## config.mk

```make
export PLATFORM = sky130hd
export DESIGN_NAME = hac_ctrl
export DESIGN_NICKNAME = d
export VERILOG_FILES = /design/src/sv/hac_pkg.sv /design/src/sv/hac_ctrl.sv
export SDC_FILE = /design/constraint.sdc
export NUM_CORES = 1
export LEC_CHECK = 0
export ABC_AREA = 1
export BUFFER_PORTS_ARGS = -buffer_cell sky130_fd_sc_hd__buf_2
export CAP_MARGIN = 20
export CORE_AREA = 3 3 40 42
export DETAILED_ROUTE_END_ITERATION = 10
export DIE_AREA = 0 0 43 45
export PLACE_DENSITY = 0.68
export SLEW_MARGIN = 25
export SYNTH_ARGS = -nofsm -noshare
export SYNTH_HDL_FRONTEND = slang
export SYNTH_SLANG_ARGS = --single-unit
export TNS_END_PERCENT = 20
```

## constraint.sdc

```tcl
create_clock -name clk -period 1.3 [get_ports clk]
set_input_delay 0.195 -clock clk [delete_from_list [all_inputs] [get_ports clk]]
set_output_delay 0.195 -clock clk [all_outputs]
set_load 0.02 [all_outputs]
```

## src/sv/hac_pkg.sv

```systemverilog
// ----------------------------------------------------------------------------
// hac_pkg
// Shared types, constants and helpers of the stepper axis homing controller.
// ----------------------------------------------------------------------------
package hac_pkg;

    // Scale of the step period computation
    localparam int unsigned DELAY_SCALE = 1334000;

    // Field and register widths
    localparam int unsigned PERIOD_W = 23;
    localparam int unsigned POS_W    = 27;
    localparam int unsigned DIV_W    = 27;
    localparam int unsigned CFG_AW   = 3;
    localparam int unsigned CFG_DW   = 22;
    localparam int unsigned IN_DW    = 8;
    localparam int unsigned OUT_DW   = 40;

    localparam logic [PERIOD_W-1:0] PERIOD_MAX = {PERIOD_W{1'b1}};
    localparam logic [DIV_W-1:0]    SCALE_DIVIDEND = DIV_W'(DELAY_SCALE);

    // Reciprocal of 100 for the percent scaling:
    // x / 100 == (x * RECIP_100) >> RECIP_SHIFT for every x below 2**30
    localparam int unsigned         RECIP_W     = 26;
    localparam int unsigned         RECIP_SHIFT = 32;
    localparam logic [RECIP_W-1:0]  RECIP_100   = 26'd42949673;

    // Configuration register indexes
    localparam logic [CFG_AW-1:0] REG_MAX_SPEED      = 3'd0;
    localparam logic [CFG_AW-1:0] REG_STEPS_PER_MM   = 3'd1;
    localparam logic [CFG_AW-1:0] REG_SPEED_PERCENT  = 3'd2;
    localparam logic [CFG_AW-1:0] REG_SEEK_DIRECTION = 3'd3;
    localparam logic [CFG_AW-1:0] REG_INVERT_DIR     = 3'd4;
    localparam logic [CFG_AW-1:0] REG_RETRACT_MM     = 3'd5;
    localparam logic [CFG_AW-1:0] REG_HOME_POS_MM    = 3'd6;
    localparam logic [CFG_AW-1:0] REG_DWELL_TICKS    = 3'd7;

    // Item kinds
    localparam logic OP_TICK  = 1'b0;
    localparam logic OP_START = 1'b1;

    // Phase codes as seen on the result
    localparam logic [2:0] CODE_IDLE    = 3'd0;
    localparam logic [2:0] CODE_SEEK    = 3'd1;
    localparam logic [2:0] CODE_DWELL1  = 3'd2;
    localparam logic [2:0] CODE_BACK    = 3'd3;
    localparam logic [2:0] CODE_DWELL2  = 3'd4;
    localparam logic [2:0] CODE_RETRACT = 3'd5;

    // Homing phase, held one-hot
    typedef enum logic [5:0] {
        PH_IDLE    = 6'b000001,
        PH_SEEK    = 6'b000010,
        PH_DWELL1  = 6'b000100,
        PH_BACK    = 6'b001000,
        PH_DWELL2  = 6'b010000,
        PH_RETRACT = 6'b100000
    } phase_t;

    // Commands from the controller to the datapath
    typedef struct packed {
        logic tick;          // apply one ordinary item and load the result
        logic mul_a;         // register max_speed * steps_per_mm
        logic mul_b;         // register the product times speed_percent
        logic scale;         // register the product divided by 100
        logic div_go;        // launch the divider: scale over the divisor
        logic kind_retract;  // long item is a retract entry, not a start
        logic finish;        // apply the long item and load the result
    } hac_cmd_t;

    // Status from the datapath to the controller
    typedef struct packed {
        logic retract_entry; // a tick now would enter the retract phase
        logic div_done;      // divider quotient is ready
    } hac_status_t;

    // Saturate a quotient to the step period range
    function automatic logic [PERIOD_W-1:0] sat_period(input logic [DIV_W-1:0] q);
        logic [PERIOD_W-1:0] r;
        if (q > DIV_W'(PERIOD_MAX))
            r = PERIOD_MAX;
        else
            r = q[PERIOD_W-1:0];
        return r;
    endfunction

    // Encode the one-hot phase as its result code
    function automatic logic [2:0] phase_code(input phase_t p);
        logic [2:0] c;
        unique case (p)
            PH_IDLE:    c = CODE_IDLE;
            PH_SEEK:    c = CODE_SEEK;
            PH_DWELL1:  c = CODE_DWELL1;
            PH_BACK:    c = CODE_BACK;
            PH_DWELL2:  c = CODE_DWELL2;
            PH_RETRACT: c = CODE_RETRACT;
            default:    c = CODE_IDLE;
        endcase
        return c;
    endfunction

endpackage

```

## src/sv/hac_ctrl.sv

```systemverilog
// ----------------------------------------------------------------------------
// hac_ctrl
// Sequencer for item acceptance, period computation and result hand-off.
// ----------------------------------------------------------------------------
module hac_ctrl
    import hac_pkg::*;
(
    input  logic        clk,
    input  logic        rst_n,
    input  logic        in_valid,
    input  logic        in_op,
    output logic        in_ready,
    output logic        out_valid,
    input  logic        out_ready,
    input  hac_status_t status,
    output hac_cmd_t    cmd
);

    typedef enum logic [6:0] {
        ST_WAIT    = 7'b0000001,
        ST_MUL_A   = 7'b0000010,
        ST_MUL_B   = 7'b0000100,
        ST_SCALE   = 7'b0001000,
        ST_DIV_GO  = 7'b0010000,
        ST_DIV_RUN = 7'b0100000,
        ST_FINISH  = 7'b1000000
    } ctrl_state_t;

    ctrl_state_t state_reg, state_next;
    logic        kind_reg, kind_next;
    logic        out_valid_reg, out_valid_next;
    logic        accept;

    // Take an item in the wait state while the result slot is free or draining
    assign in_ready = (state_reg == ST_WAIT) && (!out_valid_reg || out_ready);
    assign accept   = in_valid && in_ready;

    // Step through the period computation
    always_comb
    begin
        state_next = state_reg;
        kind_next  = kind_reg;
        cmd        = '0;
        cmd.kind_retract = kind_reg;
        unique case (state_reg)
            ST_WAIT:
            begin
                if (accept)
                begin
                    if (in_op == OP_START)
                    begin
                        kind_next  = 1'b0;
                        state_next = ST_MUL_A;
                    end
                    else if (status.retract_entry)
                    begin
                        kind_next  = 1'b1;
                        state_next = ST_MUL_A;
                    end
                    else
                        cmd.tick = 1'b1;
                end
            end
            ST_MUL_A:
            begin
                cmd.mul_a  = 1'b1;
                state_next = kind_reg ? ST_DIV_GO : ST_MUL_B;
            end
            ST_MUL_B:
            begin
                cmd.mul_b  = 1'b1;
                state_next = ST_SCALE;
            end
            ST_SCALE:
            begin
                cmd.scale  = 1'b1;
                state_next = ST_DIV_GO;
            end
            ST_DIV_GO:
            begin
                cmd.div_go = 1'b1;
                state_next = ST_DIV_RUN;
            end
            ST_DIV_RUN:
            begin
                if (status.div_done)
                    state_next = ST_FINISH;
            end
            ST_FINISH:
            begin
                cmd.finish = 1'b1;
                state_next = ST_WAIT;
            end
            default:
                state_next = ST_WAIT;
        endcase
    end

    // Hold the result valid until the transaction completes
    always_comb
    begin
        if (cmd.tick || cmd.finish)
            out_valid_next = 1'b1;
        else if (out_ready)
            out_valid_next = 1'b0;
        else
            out_valid_next = out_valid_reg;
    end

    always_ff @(posedge clk or negedge rst_n)
    begin
        if (!rst_n)
        begin
            state_reg     <= ST_WAIT;
            kind_reg      <= 1'b0;
            out_valid_reg <= 1'b0;
        end
        else
        begin
            state_reg     <= state_next;
            kind_reg      <= kind_next;
            out_valid_reg <= out_valid_next;
        end
    end

    assign out_valid = out_valid_reg;

endmodule

```

==> flow_metrics.py, run 1 <==
metrics = {
    "final_layout": {
        "largest_reg_flops": 7,
        "post-route-util_pct": 67.0,
        "syn2layout_area_growth_pct": 48.6,
        "nFillCells": 107,
        "drive_gt1_share_pct": 56.1,
        "fin_area_um2": 861,
        "diodes": 0,
        "nets": 115,
    },
    "placement": {
        "dpl.hpwl_um": 964,
        "port_buffers": 15,
        "placed_cell_area_um2": 741,
        "routabilityCongestion": 0.740,
    },
    "clock_tree": {
        "cts_tree": "yes",
        "cts_root_buffer": "clkbuf_4",
        "cts_sinks": 9,
        "ctsHtreeMaxLevel": 1,
        "cts_buffer_depth": 2,
        "clk_pin_slew_ps": 60,
        "cts_made_buffers": 3,
        "clk_latency_ps": 260,
    },
    "timing": {
        "fin_worst_skew_ps": 3.45,
        "drv_slew": 0,
        "fin_crit_sh_pct": 125,
        "grt_setup_unrepaired": "true",
        "post-route-min-period_ps": 1630,
        "hold_viol_final": 0,
        "fmax_ghz": 0.614,
        "final-setup-viol-count": 8,
        "slew_headroom_pct": 82.7,
        "setup_ws_ps": -330,
        "worst_pin_slew_ps": 259,
    },
    "drt": {
        "totalWireLength_um": 1350,
        "ant_nets": 0,
        "drtPass1Iterations": 5,
        "vias": 583,
        "first_iter_violations": 20,
        "routed_via_density": 4.78,
        "post_drt_wl_per_cell_um": 11.1,
        "drc_errors": 0,
    },
    "floorplan": {
        "core_area_mm2": 0.00128,
        "die-area_mm2": 0.00194,
        "initial_utilization_pct": 45.1,
        "die_height_um": 45,
        "fp.dieW_um": 43,
        "row_count": 13,
        "pin_count": 16,
    },
    "logic_synthesis": {
        "ys_async_sr_fraction_pct": 100,
        "netlist_area_um2": 579,
        "yosysWarnings": 0,
        "avgSynthCellArea_um2": 7.62,
        "ys.flop_type": "dfrtp_1",
        "synth-seq-cells": 9,
        "synth_cell_types": 19,
        "ys_seq_area_share_pct": 39.1,
        "synth_top_area_share_pct": 34.6,
        "synthCells": 76,
        "synth_area_leader_cell": "dfrtp_1",
        "synth_most_common_cell": "nor2_1",
        "synth_edf_count": 0,
        "synth_nets": 83,
        "yosys-top-cells-area": "dfrtp_1 (35%), nor2_1 (7.8%), inv_1 (6.5%), nand2_1 (6.5%), nor2_2 (6.5%)",
        "synth_common_cells": "nor2_1 (12), inv_1 (10), nand2_1 (10)",
    },
    "critical_path": {
        "cp_data_required_time_ps": 1110,
        "cp_max_fo": 3,
        "startpoint_type": "register",
        "setup.worst_path.end_class": "output port",
        "cpMostUsedCell": "nand2_2",
        "cpMaxStageDelayCell": "dfstp_2",
        "slowest_delay_ps": 550,
        "setup.worst_path.class": "register to output port",
        "startpoint": "state_reg[0]",
        "cp_cell_sequence": "nand2_2 > nor2_2 > nand2_2 > nor2_4 > nand2_2 > nor2_4 > buf_6",
        "critical_path_arrival_ps": 1430,
        "worstReg2RegStart": "state_reg[0]",
    },
    "power_and_ir_drop": {
        "cellLeakagePower_nw": 0.443,
        "peakVddDrop_mv": 1.09,
        "power_frac_clock_pct": 14.8,
        "p_seq_share_pct": 26.6,
        "combPwrFrac_pct": 58.5,
        "switchingPower_mw": 0.630,
        "power.internal_mw": 0.857,
        "sw_frac_of_total_pct": 42.4,
        "power_density_mw_per_mm2": 1730,
    },
    "worst_hold_path": {
        "hold_class": "input pin to register",
        "holdCritStartpoint": "status[1]",
    },
    "global_routing": {
        "grt_pass1_vias": 541,
        "grt_max_degree": 10,
        "antenna_found_initial": 0,
        "grt_pass1_wl_um": 2170,
        "grt-ovfl-total": 0,
        "track_usage_pct": 15.5,
    },
    "run": {
        "cap_violations": 0,
    },
    "status": {
        "run_status": "finished with violations",
        "violations": "negative setup slack",
    },
}
==> metal layers <==
layer	global-route usage, %	up-vias	share of wire (%)	wire (um)
met5	0	-	0	0
met4	7.23	0	1.8	24
met3	3.59	2	3.5	48
met2	28.4	14	52	702
met1	16.9	270	43	578
li1	-	297	-	-
==> layout by cell type, fill, tap and decap left out <==
| cell type | synthesis | routed |
|---|---|---|
| buf_2 | 0 | 8 |
| buf_4 | 1 | 16 |
| buf_6 | 0 | 3 |
| clkbuf_1 | 0 | 1 |
| clkbuf_4 | 0 | 3 |
| dfrtp_1 | 8 | 7 |
| dfrtp_2 | 0 | 1 |
| dfstp_2 | 1 | 1 |
| dlygate4sd3_1 | 0 | 1 |
| inv_1 | 10 | 10 |
| inv_2 | 5 | 5 |
| nand2_1 | 10 | 8 |
| nand2_2 | 4 | 6 |
| nand3_1 | 7 | 6 |
| nand3_2 | 0 | 1 |
| nand3_4 | 1 | 1 |
| nand4_1 | 1 | 1 |
| nand4_2 | 1 | 1 |
| nor2_1 | 12 | 9 |
| nor2_2 | 6 | 6 |
| nor2_4 | 3 | 6 |
| nor3_1 | 1 | 1 |
| nor3_4 | 0 | 1 |
| o21ai_0 | 1 | 1 |
| o21ai_1 | 2 | 2 |
| o21ai_2 | 1 | 1 |
==> what timing repair did <==
item | CTS | global route
endpoints found under the setup margin | 7 | 10
hold buffers | 1 | 0
setup buffers | 0 | 3
pin swaps | 3 | 5
gates resized for setup | 14 | 5
endpoints found under the hold margin | 8 | 0
gates cloned | 0 | 0
==> layout make-up <==
class	count	area, um^2	area share, %
inverter	15	56.3	6.54
timing repair buffer	28	204	23.7
sequential	9	228	26.5
tap	15	18.8	2.18
clock buffer	4	26.3	3.05
multi-input combinational	51	328	38.1
==> power groups by stage <==
stage                     Combinational [mW]  Sequential [mW]  Clock [mW]
after global routing                   0.952            0.403       0.237
after floorplan                        0.468            0.405           0
after global placement                 0.710            0.395           0
final                                  0.870            0.396       0.221
after detailed placement               0.717            0.398           0
after CTS                              0.798            0.396       0.225
==> metrics by stage <==
step           instances  power, mW  hold slack (ps)  setup slack [ps]  TNS (ps)
3_5_place_dp         114       1.11             59.6             -57.3     -68.4
2_1_floorplan         76      0.872             -101             -69.6     -69.6
5_1_grt              122       1.59              229              -457     -2740
4_1_cts              119       1.42              210              -316     -1470
6_report             122       1.49              209              -330     -1760
3_3_place_gp         114       1.10             61.6             -35.9     -42.6
==> final timing paths <==
| kind | endpoint | slack, ps | depth (start not counted) |
|---|---|---|---|
| worst max-delay path | cmd[6] | -330 | 7 |
| max in group asynchronous | state_reg[0] | 740 | 2 |
| worst max register to register | out_valid | -60 | 8 |
| min in group asynchronous | state_reg[4] | 310 | 2 |
| worst min register to register | state_reg[2] | 500 | 1 |
| worst min-delay path | kind_reg | 210 | 3 |
==> logic make-up after synthesis <==
logic type | Yosys count | synth area share (%)
DFF | 9 | 39.1
and+or+nand+nor | 47 | 45.8
AOI/OAI and AO/OA | 4 | 4.10
buffers and inverters | 16 | 11.0
==> critical path, delay by kind of cell, from the launching register on <==
| kind | cells | cell delay (ps) |
|---|---|---|
| AND/OR/NAND/NOR | 6 | 510 |
| flip-flops | 1 | 550 |
| buffers and inverters | 1 | 120 |
Note: power is estimated with default switching activity, not from simulation.
==> run 2: changes to the inputs <==
BUFFER_PORTS_ARGS = -buffer_cell sky130_fd_sc_hd__clkbuf_2   (was -buffer_cell sky130_fd_sc_hd__buf_2)
clock period = 2.03 ns   (was 1.3 ns; I/O delays follow)
==> run 2 against run 1 <==
Effect of this change: the flow now finishes without violations; combinational power fell by 58%; critical path depth did not move; register-to-register slack better by 850 ps; die area is the same; non-clock buffer count down 12; wire length decreased by 18%; sequential power is 35% lower; cell count shrank 9.8%; total power decreased by 49%; clock skew down 1.8 ps.
==> flow_metrics.py, run 2 (same netlist as run 1, synthesis figures left out) <==
metrics = {
    "status": {
        "run_status": "completed",
    },
    "power_and_ir_drop": {
        "switchingPower_mw": 0.336,
        "power_frac_clock_pct": 18.2,
        "peakVddDrop_mv": 0.711,
        "power.internal_mw": 0.424,
        "power_density_mw_per_mm2": 1080,
        "combPwrFrac_pct": 47.8,
        "cellLeakagePower_nw": 0.378,
        "sw_frac_of_total_pct": 44.2,
        "p_seq_share_pct": 34.0,
    },
    "drt": {
        "vias": 517,
        "ant_nets": 0,
        "first_iter_violations": 7,
        "drc_errors": 0,
        "post_drt_wl_per_cell_um": 10.0,
        "drtPass1Iterations": 4,
        "totalWireLength_um": 1100,
        "routed_via_density": 4.70,
    },
    "timing": {
        "post-route-min-period_ps": 1780,
        "worst_pin_slew_ps": 358,
        "finalSetupTns_ps": 0,
        "hold_viol_final": 0,
        "setup_ws_ps": 254,
        "fmax_ghz": 0.563,
        "final-setup-viol-count": 0,
        "fin_crit_sh_pct": 87.5,
        "drv_slew": 0,
        "slew_headroom_pct": 76.0,
        "fin_worst_skew_ps": 1.63,
        "whs_ps": 303,
        "grt_setup_unrepaired": "false",
    },
    "run": {
        "cap_violations": 0,
    },
    "critical_path": {
        "worst_r2r_endpoint": "kind_reg",
        "setup.worst_path.end_class": "output port",
        "worstReg2RegStart": "state_reg[0]",
        "cp_max_fo": 3,
        "r2r_cells": 7,
        "cpMaxStageDelayCell": "dfstp_2",
        "slowest_delay_ps": 560,
        "startpoint_type": "register",
        "setup.worst_path.class": "register to output port",
        "cp_data_required_time_ps": 1730,
        "regToRegSetupSlack_ps": 790,
        "cp_num_buf_inv": 1,
        "crit_family": "flip-flops",
        "critical_path.endpoint": "cmd[6]",
        "critical_path_arrival_ps": 1470,
        "cp_cell_sequence": "nand2_1 > nor2_1 > nand2_1 > nor2_4 > nand2_2 > nor2_1 > clkbuf_2",
        "startpoint": "state_reg[0]",
        "cp_num_cells": 7,
    },
    "floorplan": {
        "fp.dieW_um": 43,
        "die-area_mm2": 0.00194,
        "row_count": 13,
        "pin_count": 16,
        "core_area_mm2": 0.00128,
        "initial_utilization_pct": 45.1,
        "die_height_um": 45,
    },
    "clock_tree": {
        "clk_pin_slew_ps": 60,
        "cts_resized": 0,
        "clk_latency_ps": 260,
        "cts_root_buffer": "clkbuf_4",
        "cts_tree": "yes",
        "cts_made_buffers": 3,
        "ctsHtreeMaxLevel": 1,
        "cts_buffer_depth": 2,
        "cts_sinks": 9,
    },
    "global_routing": {
        "grt_max_degree": 10,
        "track_usage_pct": 13.7,
        "antenna_found_initial": 0,
        "grt_pass1_vias": 461,
        "grt-ovfl-total": 0,
        "grt_pass1_wl_um": 1900,
    },
    "placement": {
        "dp.cells": 105,
        "routabilityCongestion": 0.736,
        "dpl.hpwl_um": 907,
        "post-place-ws_ps": 528,
        "port_buffers": 15,
    },
    "final_layout": {
        "nFillCells": 120,
        "syn2layout_area_growth_pct": 21.2,
        "diodes": 0,
        "layout_commonest_cell": "clkbuf_2",
        "final_cell_mix": "clkbuf_2 (15), nor2_1 (12), inv_1 (10), nand2_1 (10), dfrtp_1 (8)",
        "post-route-util_pct": 54.6,
        "largest_reg_flops": 7,
        "drive_gt1_share_pct": 43.2,
        "instances_no_fill": 110,
        "nets": 103,
    },
    "worst_hold_path": {
        "hold_class": "input pin to register",
    },
}
==> run 2: what timing repair did <==
action	4_1_cts	5_1_grt
endpoints found under the hold margin	8	0
hold buffers	1	0
setup endpoints to repair	0	0
buffers inserted	0	0
==> run 2: worst reg2reg max path, delay by kind of cell, from the launching register on <==
family        cells  cell delay, ps
simple gates      6             530
flops             1             560
buf+inv           1              40
==> run 2: power groups by stage <==
stage | clock [mW] | sequential (mW) | combinational [mW]
after floorplan | 0 | 0.259 | 0.294
after global placement | 0 | 0.258 | 0.363
after detailed placement | 0 | 0.260 | 0.365
after CTS | 0.143 | 0.257 | 0.368
after global routing | 0.158 | 0.262 | 0.410
final | 0.138 | 0.258 | 0.364
==> run 2: final cells by class <==
cell class                 count  area, um^2  area share, %
multi-input combinational     51         289           41.2
sequential                     9         226           32.3
timing repair buffer          16        85.1           12.1
inverter                      15        56.3           8.02
clock buffer                   4        26.3           3.74
tap                           15        18.8           2.67
==> run 2: per-stage QoR <==
stage	power [mW]	area, um^2
floorplan	0.553	579
global placement	0.621	666
detailed placement	0.625	666
CTS	0.768	702
global route	0.830	702
finish	0.760	702
==> run 2: how the worst min path moves through the flow <==
stage | cells after the start | slack, ps | endpoint | from
CTS | 3 | 310 | kind_reg | status[1]
global route | 3 | 340 | kind_reg | status[1]
finish | 3 | 300 | kind_reg | status[1]
detailed placement | 1 | 180 | state_reg[2] | rst_n
global placement | 1 | 180 | state_reg[2] | rst_n
floorplan | 0 | 9 | kind_reg | rst_n
==> run 2: routing by layer <==
| layer | routed length [um] | vias up | part of all wire, % | GRT usage [%] |
|---|---|---|---|---|
| met5 | 0 | - | 0 | 0 |
| met4 | 22 | 0 | 2.0 | 9.04 |
| met3 | 59 | 2 | 5.3 | 3.59 |
| met2 | 533 | 12 | 48 | 22.2 |
| met1 | 489 | 233 | 44 | 16.3 |
| li1 | - | 270 | - | - |
