==> src/sv/hac_pkg.sv <==
// ----------------------------------------------------------------------------
// hac_pkg
// Shared types, constants and helpers of the stepper axis homing controller.
// ----------------------------------------------------------------------------
package hac_pkg;

    // Scale of the step period computation
    localparam int unsigned DELAY_SCALE = 1334000;

    // Field and register widths
    localparam int unsigned PERIOD_W = 23;
    localparam int unsigned POS_W    = 27;
    localparam int unsigned DIV_W    = 27;
    localparam int unsigned CFG_AW   = 3;
    localparam int unsigned CFG_DW   = 22;
    localparam int unsigned IN_DW    = 8;
    localparam int unsigned OUT_DW   = 40;

    localparam logic [PERIOD_W-1:0] PERIOD_MAX = {PERIOD_W{1'b1}};
    localparam logic [DIV_W-1:0]    SCALE_DIVIDEND = DIV_W'(DELAY_SCALE);

    // Reciprocal of 100 for the percent scaling:
    // x / 100 == (x * RECIP_100) >> RECIP_SHIFT for every x below 2**30
    localparam int unsigned         RECIP_W     = 26;
    localparam int unsigned         RECIP_SHIFT = 32;
    localparam logic [RECIP_W-1:0]  RECIP_100   = 26'd42949673;

    // Configuration register indexes
    localparam logic [CFG_AW-1:0] REG_MAX_SPEED      = 3'd0;
    localparam logic [CFG_AW-1:0] REG_STEPS_PER_MM   = 3'd1;
    localparam logic [CFG_AW-1:0] REG_SPEED_PERCENT  = 3'd2;
    localparam logic [CFG_AW-1:0] REG_SEEK_DIRECTION = 3'd3;
    localparam logic [CFG_AW-1:0] REG_INVERT_DIR     = 3'd4;
    localparam logic [CFG_AW-1:0] REG_RETRACT_MM     = 3'd5;
    localparam logic [CFG_AW-1:0] REG_HOME_POS_MM    = 3'd6;
    localparam logic [CFG_AW-1:0] REG_DWELL_TICKS    = 3'd7;

    // Item kinds
    localparam logic OP_TICK  = 1'b0;
    localparam logic OP_START = 1'b1;

    // Phase codes as seen on the result
    localparam logic [2:0] CODE_IDLE    = 3'd0;
    localparam logic [2:0] CODE_SEEK    = 3'd1;
    localparam logic [2:0] CODE_DWELL1  = 3'd2;
    localparam logic [2:0] CODE_BACK    = 3'd3;
    localparam logic [2:0] CODE_DWELL2  = 3'd4;
    localparam logic [2:0] CODE_RETRACT = 3'd5;

    // Homing phase, held one-hot
    typedef enum logic [5:0] {
        PH_IDLE    = 6'b000001,
        PH_SEEK    = 6'b000010,
        PH_DWELL1  = 6'b000100,
        PH_BACK    = 6'b001000,
        PH_DWELL2  = 6'b010000,
        PH_RETRACT = 6'b100000
    } phase_t;

    // Commands from the controller to the datapath
    typedef struct packed {
        logic tick;          // apply one ordinary item and load the result
        logic mul_a;         // register max_speed * steps_per_mm
        logic mul_b;         // register the product times speed_percent
        logic scale;         // register the product divided by 100
        logic div_go;        // launch the divider: scale over the divisor
        logic kind_retract;  // long item is a retract entry, not a start
        logic finish;        // apply the long item and load the result
    } hac_cmd_t;

    // Status from the datapath to the controller
    typedef struct packed {
        logic retract_entry; // a tick now would enter the retract phase
        logic div_done;      // divider quotient is ready
    } hac_status_t;

    // Saturate a quotient to the step period range
    function automatic logic [PERIOD_W-1:0] sat_period(input logic [DIV_W-1:0] q);
        logic [PERIOD_W-1:0] r;
        if (q > DIV_W'(PERIOD_MAX))
            r = PERIOD_MAX;
        else
            r = q[PERIOD_W-1:0];
        return r;
    endfunction

    // Encode the one-hot phase as its result code
    function automatic logic [2:0] phase_code(input phase_t p);
        logic [2:0] c;
        unique case (p)
            PH_IDLE:    c = CODE_IDLE;
            PH_SEEK:    c = CODE_SEEK;
            PH_DWELL1:  c = CODE_DWELL1;
            PH_BACK:    c = CODE_BACK;
            PH_DWELL2:  c = CODE_DWELL2;
            PH_RETRACT: c = CODE_RETRACT;
            default:    c = CODE_IDLE;
        endcase
        return c;
    endfunction

endpackage

==> src/sv/hac_div.sv <==
// ----------------------------------------------------------------------------
// hac_div
// Restoring divider, one quotient bit per cycle, for the step period.
// ----------------------------------------------------------------------------
module hac_div
    import hac_pkg::*;
(
    input  logic             clk,
    input  logic             rst_n,
    input  logic             start,
    input  logic [DIV_W-1:0] dividend,
    input  logic [DIV_W-1:0] divisor,
    output logic [DIV_W-1:0] quotient,
    output logic             done
);

    localparam int unsigned CNT_W = $clog2(DIV_W);
    localparam logic [CNT_W-1:0] CNT_LAST = CNT_W'(DIV_W - 1);

    logic [DIV_W-1:0] rem_reg, rem_next;
    logic [DIV_W-1:0] quot_reg, quot_next;
    logic [DIV_W-1:0] dsr_reg, dsr_next;
    logic [CNT_W-1:0] cnt_reg, cnt_next;
    logic             busy_reg, busy_next;
    logic             done_reg, done_next;
    logic [DIV_W:0]   shifted;
    logic [DIV_W:0]   trial;

    // Trial subtract of the divisor from the shifted remainder
    assign shifted = {rem_reg, quot_reg[DIV_W-1]};
    assign trial   = shifted - {1'b0, dsr_reg};

    // Advance one quotient bit per cycle
    always_comb
    begin
        rem_next  = rem_reg;
        quot_next = quot_reg;
        dsr_next  = dsr_reg;
        cnt_next  = cnt_reg;
        busy_next = busy_reg;
        done_next = 1'b0;
        if (start)
        begin
            rem_next  = '0;
            quot_next = dividend;
            dsr_next  = divisor;
            cnt_next  = '0;
            busy_next = 1'b1;
        end
        else if (busy_reg)
        begin
            if (trial[DIV_W])
            begin
                rem_next  = shifted[DIV_W-1:0];
                quot_next = {quot_reg[DIV_W-2:0], 1'b0};
            end
            else
            begin
                rem_next  = trial[DIV_W-1:0];
                quot_next = {quot_reg[DIV_W-2:0], 1'b1};
            end
            cnt_next = cnt_reg + 1'b1;
            if (cnt_reg == CNT_LAST)
            begin
                busy_next = 1'b0;
                done_next = 1'b1;
            end
        end
    end

    always_ff @(posedge clk or negedge rst_n)
    begin
        if (!rst_n)
        begin
            cnt_reg  <= '0;
            busy_reg <= 1'b0;
            done_reg <= 1'b0;
        end
        else
        begin
            cnt_reg  <= cnt_next;
            busy_reg <= busy_next;
            done_reg <= done_next;
        end
    end

    always_ff @(posedge clk)
    begin
        rem_reg  <= rem_next;
        quot_reg <= quot_next;
        dsr_reg  <= dsr_next;
    end

    assign quotient = quot_reg;
    assign done     = done_reg;

endmodule

==> src/sv/hac_datapath.sv <==
// ----------------------------------------------------------------------------
// hac_datapath
// Configuration registers, homing phase state, step timing and position.
// ----------------------------------------------------------------------------
module hac_datapath
    import hac_pkg::*;
(
    input  logic              clk,
    input  logic              rst_n,
    input  logic              cfg_we,
    input  logic [CFG_AW-1:0] cfg_addr,
    input  logic [CFG_DW-1:0] cfg_data,
    input  logic              home_switch,
    input  hac_cmd_t          cmd,
    output hac_status_t       status,
    output logic [OUT_DW-1:0] result
);

    // Configuration registers
    logic [9:0]  max_speed_reg;
    logic [9:0]  steps_per_mm_reg;
    logic [6:0]  speed_percent_reg;
    logic        seek_direction_reg;
    logic        invert_dir_reg;
    logic [7:0]  retract_mm_reg;
    logic [15:0] home_pos_mm_reg;
    logic [21:0] dwell_ticks_reg;

    // Homing state
    phase_t                      phase_reg, phase_next;
    logic [PERIOD_W-1:0]         tick_count_reg, tick_count_next;
    logic [PERIOD_W-1:0]         period_reg, period_next;
    logic signed [POS_W-1:0]     axis_reg, axis_next;
    logic signed [POS_W-1:0]     target_reg, target_next;
    logic                        dir_reg, dir_next;
    logic                        toggle_reg, toggle_next;
    logic                        done_reg, done_next;

    // Period arithmetic
    logic [19:0]               prod_a_reg;
    logic [DIV_W-1:0]          prod_reg;
    logic [DIV_W+RECIP_W-1:0]  recip_prod;
    logic [DIV_W-1:0]          pct_quot_reg;
    logic [DIV_W-1:0]          div_divisor;
    logic [DIV_W-1:0]          div_quot;
    logic                      div_done;

    logic [PERIOD_W+1:0]     period_x4;
    logic [17:0]             retract_dist;
    logic signed [15:0]      home_s;
    logic signed [10:0]      steps_s;
    logic signed [POS_W-1:0] home_steps;
    logic [PERIOD_W-1:0]     dwell_load;

    // Write configuration registers
    always_ff @(posedge clk or negedge rst_n)
    begin
        if (!rst_n)
        begin
            max_speed_reg      <= 10'd100;
            steps_per_mm_reg   <= 10'd80;
            speed_percent_reg  <= 7'd20;
            seek_direction_reg <= 1'b0;
            invert_dir_reg     <= 1'b0;
            retract_mm_reg     <= 8'd5;
            home_pos_mm_reg    <= 16'd0;
            dwell_ticks_reg    <= 22'd2000000;
        end
        else if (cfg_we)
        begin
            unique case (cfg_addr)
                REG_MAX_SPEED:      max_speed_reg      <= cfg_data[9:0];
                REG_STEPS_PER_MM:   steps_per_mm_reg   <= cfg_data[9:0];
                REG_SPEED_PERCENT:  speed_percent_reg  <= cfg_data[6:0];
                REG_SEEK_DIRECTION: seek_direction_reg <= cfg_data[0];
                REG_INVERT_DIR:     invert_dir_reg     <= cfg_data[0];
                REG_RETRACT_MM:     retract_mm_reg     <= cfg_data[7:0];
                REG_HOME_POS_MM:    home_pos_mm_reg    <= cfg_data[15:0];
                REG_DWELL_TICKS:    dwell_ticks_reg    <= cfg_data[21:0];
                default:            ;
            endcase
        end
    end

    // Divide the percent product by 100 through a reciprocal multiply
    assign recip_prod = (DIV_W+RECIP_W)'(prod_reg) * (DIV_W+RECIP_W)'(RECIP_100);

    // Build the divisor products, one multiply per cycle
    always_ff @(posedge clk)
    begin
        if (cmd.mul_a)
            prod_a_reg <= 20'(max_speed_reg) * 20'(steps_per_mm_reg);
        if (cmd.mul_b)
            prod_reg <= DIV_W'(prod_a_reg) * DIV_W'(speed_percent_reg);
        if (cmd.scale)
            pct_quot_reg <= DIV_W'(recip_prod[DIV_W+RECIP_W-1:RECIP_SHIFT]);
    end

    // Select the divisor: full speed for retract, scaled seek speed for start
    assign div_divisor = cmd.kind_retract ? DIV_W'(prod_a_reg) : pct_quot_reg;

    hac_div u_div
    (
        .clk      (clk),
        .rst_n    (rst_n),
        .start    (cmd.div_go),
        .dividend (SCALE_DIVIDEND),
        .divisor  (div_divisor),
        .quotient (div_quot),
        .done     (div_done)
    );

    assign period_x4    = {2'b00, period_reg} << 2;
    assign retract_dist = 18'(retract_mm_reg) * 18'(steps_per_mm_reg);
    assign home_s       = signed'(home_pos_mm_reg);
    assign steps_s      = signed'({1'b0, steps_per_mm_reg});
    assign home_steps   = POS_W'(home_s) * POS_W'(steps_s);
    assign dwell_load   = PERIOD_W'(dwell_ticks_reg);

    // Update the homing state for one item
    always_comb
    begin
        phase_next      = phase_reg;
        tick_count_next = tick_count_reg;
        period_next     = period_reg;
        axis_next       = axis_reg;
        target_next     = target_reg;
        dir_next        = dir_reg;
        toggle_next     = toggle_reg;
        done_next       = done_reg;
        if (cmd.finish)
        begin
            toggle_next = 1'b0;
            done_next   = 1'b0;
            period_next = sat_period(div_quot);
            if (cmd.kind_retract)
            begin
                axis_next   = '0;
                target_next = seek_direction_reg ? -POS_W'(retract_dist)
                                                 : POS_W'(retract_dist);
                phase_next  = PH_RETRACT;
            end
            else
            begin
                dir_next        = seek_direction_reg ^ invert_dir_reg;
                tick_count_next = '0;
                phase_next      = PH_SEEK;
            end
        end
        else if (cmd.tick)
        begin
            toggle_next = 1'b0;
            done_next   = 1'b0;
            unique case (phase_reg)
                PH_IDLE:
                begin
                end
                PH_SEEK:
                begin
                    if (home_switch)
                    begin
                        dir_next        = ~dir_reg;
                        tick_count_next = dwell_load;
                        phase_next      = PH_DWELL1;
                    end
                    else if (tick_count_reg == '0)
                    begin
                        tick_count_next = period_reg;
                        toggle_next     = 1'b1;
                    end
                    else
                        tick_count_next = tick_count_reg - 1'b1;
                end
                PH_DWELL1:
                begin
                    if (tick_count_reg == '0)
                    begin
                        period_next = (period_x4 > (PERIOD_W+2)'(PERIOD_MAX)) ?
                                      PERIOD_MAX : period_x4[PERIOD_W-1:0];
                        phase_next  = PH_BACK;
                    end
                    else
                        tick_count_next = tick_count_reg - 1'b1;
                end
                PH_BACK:
                begin
                    if (!home_switch)
                    begin
                        tick_count_next = dwell_load;
                        phase_next      = PH_DWELL2;
                    end
                    else if (tick_count_reg == '0)
                    begin
                        tick_count_next = period_reg;
                        toggle_next     = 1'b1;
                    end
                    else
                        tick_count_next = tick_count_reg - 1'b1;
                end
                PH_DWELL2:
                begin
                    // the retract entry itself goes through the long path
                    tick_count_next = tick_count_reg - 1'b1;
                end
                PH_RETRACT:
                begin
                    if (axis_reg == target_reg)
                    begin
                        axis_next  = home_steps;
                        phase_next = PH_IDLE;
                        done_next  = 1'b1;
                    end
                    else if (tick_count_reg == '0)
                    begin
                        tick_count_next = period_reg;
                        toggle_next     = 1'b1;
                        axis_next = (axis_reg < target_reg) ? axis_reg + 1'b1
                                                            : axis_reg - 1'b1;
                    end
                    else
                        tick_count_next = tick_count_reg - 1'b1;
                end
                default:
                    phase_next = PH_IDLE;
            endcase
        end
    end

    always_ff @(posedge clk or negedge rst_n)
    begin
        if (!rst_n)
        begin
            phase_reg      <= PH_IDLE;
            tick_count_reg <= '0;
            period_reg     <= '0;
            axis_reg       <= '0;
            target_reg     <= '0;
            dir_reg        <= 1'b0;
            toggle_reg     <= 1'b0;
            done_reg       <= 1'b0;
        end
        else
        begin
            phase_reg      <= phase_next;
            tick_count_reg <= tick_count_next;
            period_reg     <= period_next;
            axis_reg       <= axis_next;
            target_reg     <= target_next;
            dir_reg        <= dir_next;
            toggle_reg     <= toggle_next;
            done_reg       <= done_next;
        end
    end

    assign status.retract_entry = (phase_reg == PH_DWELL2) && (tick_count_reg == '0);
    assign status.div_done      = div_done;

    // Result fields, lowest first: toggle, dir, phase, busy, done, position
    assign result = {6'b0, axis_reg, done_reg, (phase_reg != PH_IDLE),
                     phase_code(phase_reg), dir_reg, toggle_reg};

endmodule

==> config.mk <==
export PLATFORM = sky130hd
export DESIGN_NAME = hac_datapath
export DESIGN_NICKNAME = d
export VERILOG_FILES = /design/src/sv/hac_pkg.sv /design/src/sv/hac_div.sv /design/src/sv/hac_datapath.sv
export SDC_FILE = /design/constraint.sdc
export NUM_CORES = 2
export LEC_CHECK = 0
export BUFFER_PORTS_ARGS = -buffer_cell sky130_fd_sc_hd__buf_2
export CAP_MARGIN = 40
export CELL_PAD_IN_SITES_DETAIL_PLACEMENT = 0
export CELL_PAD_IN_SITES_GLOBAL_PLACEMENT = 2
export CORE_MARGIN = 8
export CORE_UTILIZATION = 43
export CTS_CLUSTER_SIZE = 16
export DETAILED_ROUTE_END_ITERATION = 16
export PLACE_DENSITY_LB_ADDON = 0.1
export SYNTH_ARGS = -nofsm -noshare
export SYNTH_HDL_FRONTEND = slang
export SYNTH_SLANG_ARGS = --single-unit
==> constraint.sdc <==
create_clock -name clk -period 8.6 [get_ports clk]
set_input_delay 1.72 -clock clk [delete_from_list [all_inputs] [get_ports clk]]
set_output_delay 1.72 -clock clk [all_outputs]
set_load 0.02 [all_outputs]
==> impl_metrics.env <==
export IMPL_grt_pass1_wl_um=203000
export IMPL_hold_viol=0
export IMPL_die_w_um=339
export IMPL_status="finished clean"
export IMPL_clkSinkCount=334
export IMPL_drtPass1Iterations=8
export IMPL_syn_cell_area_mm2=0.0448
export IMPL_grt_start_max_net_pins=70
export IMPL_fin_cells=6112
export IMPL_rsz0062_at_grt="false"
export IMPL_finalSetupViolCount=0
export IMPL_clock_latency_ps=650
export IMPL_relSlewSlack=0.398
export IMPL_synth_top_area_share=0.266
export IMPL_maxCapViolations=0
export IMPL_fillers=10200
export IMPL_track_usage=0.222
export IMPL_clk_path_buf_depth=3
export IMPL_rows=118
export IMPL_path_max_fanout=9
export IMPL_syn_mean_instance_area_um2=9.51
export IMPL_worst_r2r_cell_count=22
export IMPL_timing_final_ws_setup_ps=1380
export IMPL_r2r_start="prod_reg[13]"
export IMPL_fmax_mhz=138
export IMPL_grt_pass1_vias=34400
export IMPL_finClkSkew_ps=59.0
export IMPL_antenna_found_initial=8
export IMPL_wl_um=125000
export IMPL_final_nets=5901
export IMPL_required_ps=9020
export IMPL_final_layout_size_suffix_gt1_frac=0.0713
export IMPL_syn2layout_area_growth_pct=7.65
export IMPL_ys_seq_area_frac=0.191
export IMPL_clk_pin_slew_ps=60
export IMPL_period_needed_ps=7220
export IMPL_syn_inst=4707
export IMPL_whs_endpoint="target_reg[19]"
export IMPL_rr_endpoint="pct_quot_reg[16]"
export IMPL_synthFlopType="dfrtp_1"
export IMPL_final_seq_area_mm2=0.00856
export IMPL_cts_inserted_buffers=45
export IMPL_synth_top_area_cell="fa_1"
export IMPL_die_area_mm2=0.115
export IMPL_fp_dieH_um=339
export IMPL_reg2reg_slack_ps=1380
export IMPL_synth_seq_cells=334
export IMPL_yosys_top_cells_area="fa_1, ha_1, dfrtp_1"
export IMPL_multiInputGateArea_mm2=0.0324
export IMPL_synth_edff_count=89
export IMPL_period_share=0.840
export IMPL_ant_nets=0
export IMPL_globalplace_congestion=0.911
export IMPL_dp_hpwl_um=100000
export IMPL_initial_core_util=0.433
export IMPL_placed_cells=6024
export IMPL_drt_initial_drc_count=1704
export IMPL_cts_max_level=2
export IMPL_startpoint_type="register"
export IMPL_dp_slack_ps=1400
export IMPL_yosys_warnings=0
export IMPL_cts_hold_buffers=0
export IMPL_cts_tree="done"
export IMPL_crit_path_end_kind="register"
export IMPL_hold_start="target_reg[19]"
export IMPL_ys_types=84
export IMPL_post_drt_wl_per_cell_um=20.5
export IMPL_vias=32100
export IMPL_cts_setup_buffers=0
export IMPL_async_reset_ff_frac=0.572
export IMPL_pin_count=78
export IMPL_core_mm2=0.103
export IMPL_min_path_cells=1
export IMPL_post_cts_resize_count=0
export IMPL_finalSetupTns_ps=0
export IMPL_overflow=0
export IMPL_hold_class="register to register"
export IMPL_maxSlewViolCount=0
export IMPL_tightestPinTransition_ps=897
export IMPL_worst_setup_path_type="register to register"
export IMPL_cts_root_buf="clkbuf_16"
export IMPL_via_per_inst=5.24
export IMPL_holdWs_ps=476
export IMPL_worst_ep_arrival_time_ps=7640
export IMPL_port_buffers=71
export IMPL_drc=0
cells in the final DEF (no fill, tap or decap), drive strengths merged, types with 18 or more instances in the layout:
cell / netlist / routed
dfrtp: 174 / 174
o31ai: 34 / 34
dfxtp: 54 / 54
clkbuf: 162 / 62
o21a: 32 / 32
nand2b: 18 / 18
o211ai: 18 / 18
nand2: 483 / 483
xor2: 62 / 62
edfxtp: 89 / 89
o21ai: 172 / 172
nor2: 197 / 197
a21o: 73 / 73
o22ai: 25 / 25
xnor2: 117 / 117
ha: 579 / 579
inv: 832 / 834
nand3: 46 / 46
nand4: 22 / 22
nor2b: 27 / 27
buf: 22 / 116
or3: 21 / 21
mux2i: 53 / 53
nor3: 46 / 46
a21oi: 196 / 196
and2: 202 / 202
fa: 595 / 595
a211oi: 46 / 46
mux2: 99 / 99
o21bai: 18 / 18
area by class of cell:
| cell class | count | share of cell area |
|---|---|---|
| clock buffers | 62 | 0.0264 |
| repair buffers | 116 | 0.0179 |
| multi-input cells | 3362 | 0.672 |
| flip-flops and latches | 334 | 0.178 |
| well taps | 1380 | 0.0358 |
| clock inverters | 22 | 0.00491 |
| diodes | 4 | 0.000208 |
| inverters | 832 | 0.0648 |
stage by stage:
step	utilization	instance area, um2
2_1_floorplan	-	44800
3_3_place_gp	0.449	46400
3_5_place_dp	0.452	46700
4_1_cts	0.466	48200
5_1_grt	0.466	48200
6_report	0.466	48200
worst max path at each step:
stage,startpoint,endpoint,slack (ps),cells after the start
2_1_floorplan,prod_reg[13],pct_quot_reg[16],2170,22
4_1_cts,prod_reg[13],pct_quot_reg[16],1360,22
6_report,prod_reg[13],pct_quot_reg[16],1380,22
3_3_place_gp,prod_reg[13],pct_quot_reg[16],1500,22
5_1_grt,prod_reg[15],pct_quot_reg[16],1090,22
3_5_place_dp,prod_reg[13],pct_quot_reg[16],1400,22
critical path, stage by stage (launching register included):
cell and delay [ps]:
edfxtp_1 610, ha_1 530, fa_1 530, inv_1 50, fa_1 500, inv_1 50
fa_1 570, fa_1 440, fa_1 490, inv_1 50, fa_1 470, inv_1 40
ha_1 350, nand2_1 130, o211ai_1 190, o211ai_1 140, a21oi_1 150, a21bo_2 310
o31ai_1 380, a21oi_1 190, o21ai_1 320, mux2i_1 110, a2111oi_0 380
routing by layer:
metal	GRT usage	vias up	wire, um
li1	-	15300	-
met1	0.318	16100	60200
met2	0.365	499	58100
met3	0.0246	117	4790
met4	0.0468	0	2410
met5	0	-	0
synth_stat cells (9+ instances only):
cell type	instances
inv_1	832
nor3_1	46
dfxtp_1	54
a21oi_1	196
ha_1	579
fa_1	595
a2111oi_0	11
dfstp_2	17
nor2b_1	27
xor2_1	62
nand2b_1	18
o21ai_0	165
edfxtp_1	89
o221ai_1	12
o21bai_1	18
and3_1	9
mux2i_1	53
a211oi_1	46
a221oi_1	14
nor4_1	11
o21a_1	32
nand4_1	22
o31ai_1	34
clkbuf_1	162
o211ai_1	18
or3_1	20
xnor2_1	117
nand2_1	483
dfrtp_1	174
and2_1	202
nor2_1	196
nand3_1	46
mux2_2	99
a31oi_1	11
a211o_1	11
o22ai_1	25
buf_4	10
a21o_1	73
logic make-up after synthesis:
kind of cell / Yosys count / synth area share
simple gates: 1122 / 0.118
xor+xnor: 179 / 0.0350
mux: 152 / 0.0368
fa+ha+maj: 1174 / 0.428
compound gates: 729 / 0.104
buf+inv: 1016 / 0.0864
flops: 334 / 0.191
other cells: 1 / 0.0000838
Power is left out: the tool's default activity adds up to more than one toggle a clock period on the data nets, which glitch-free logic cannot reach.
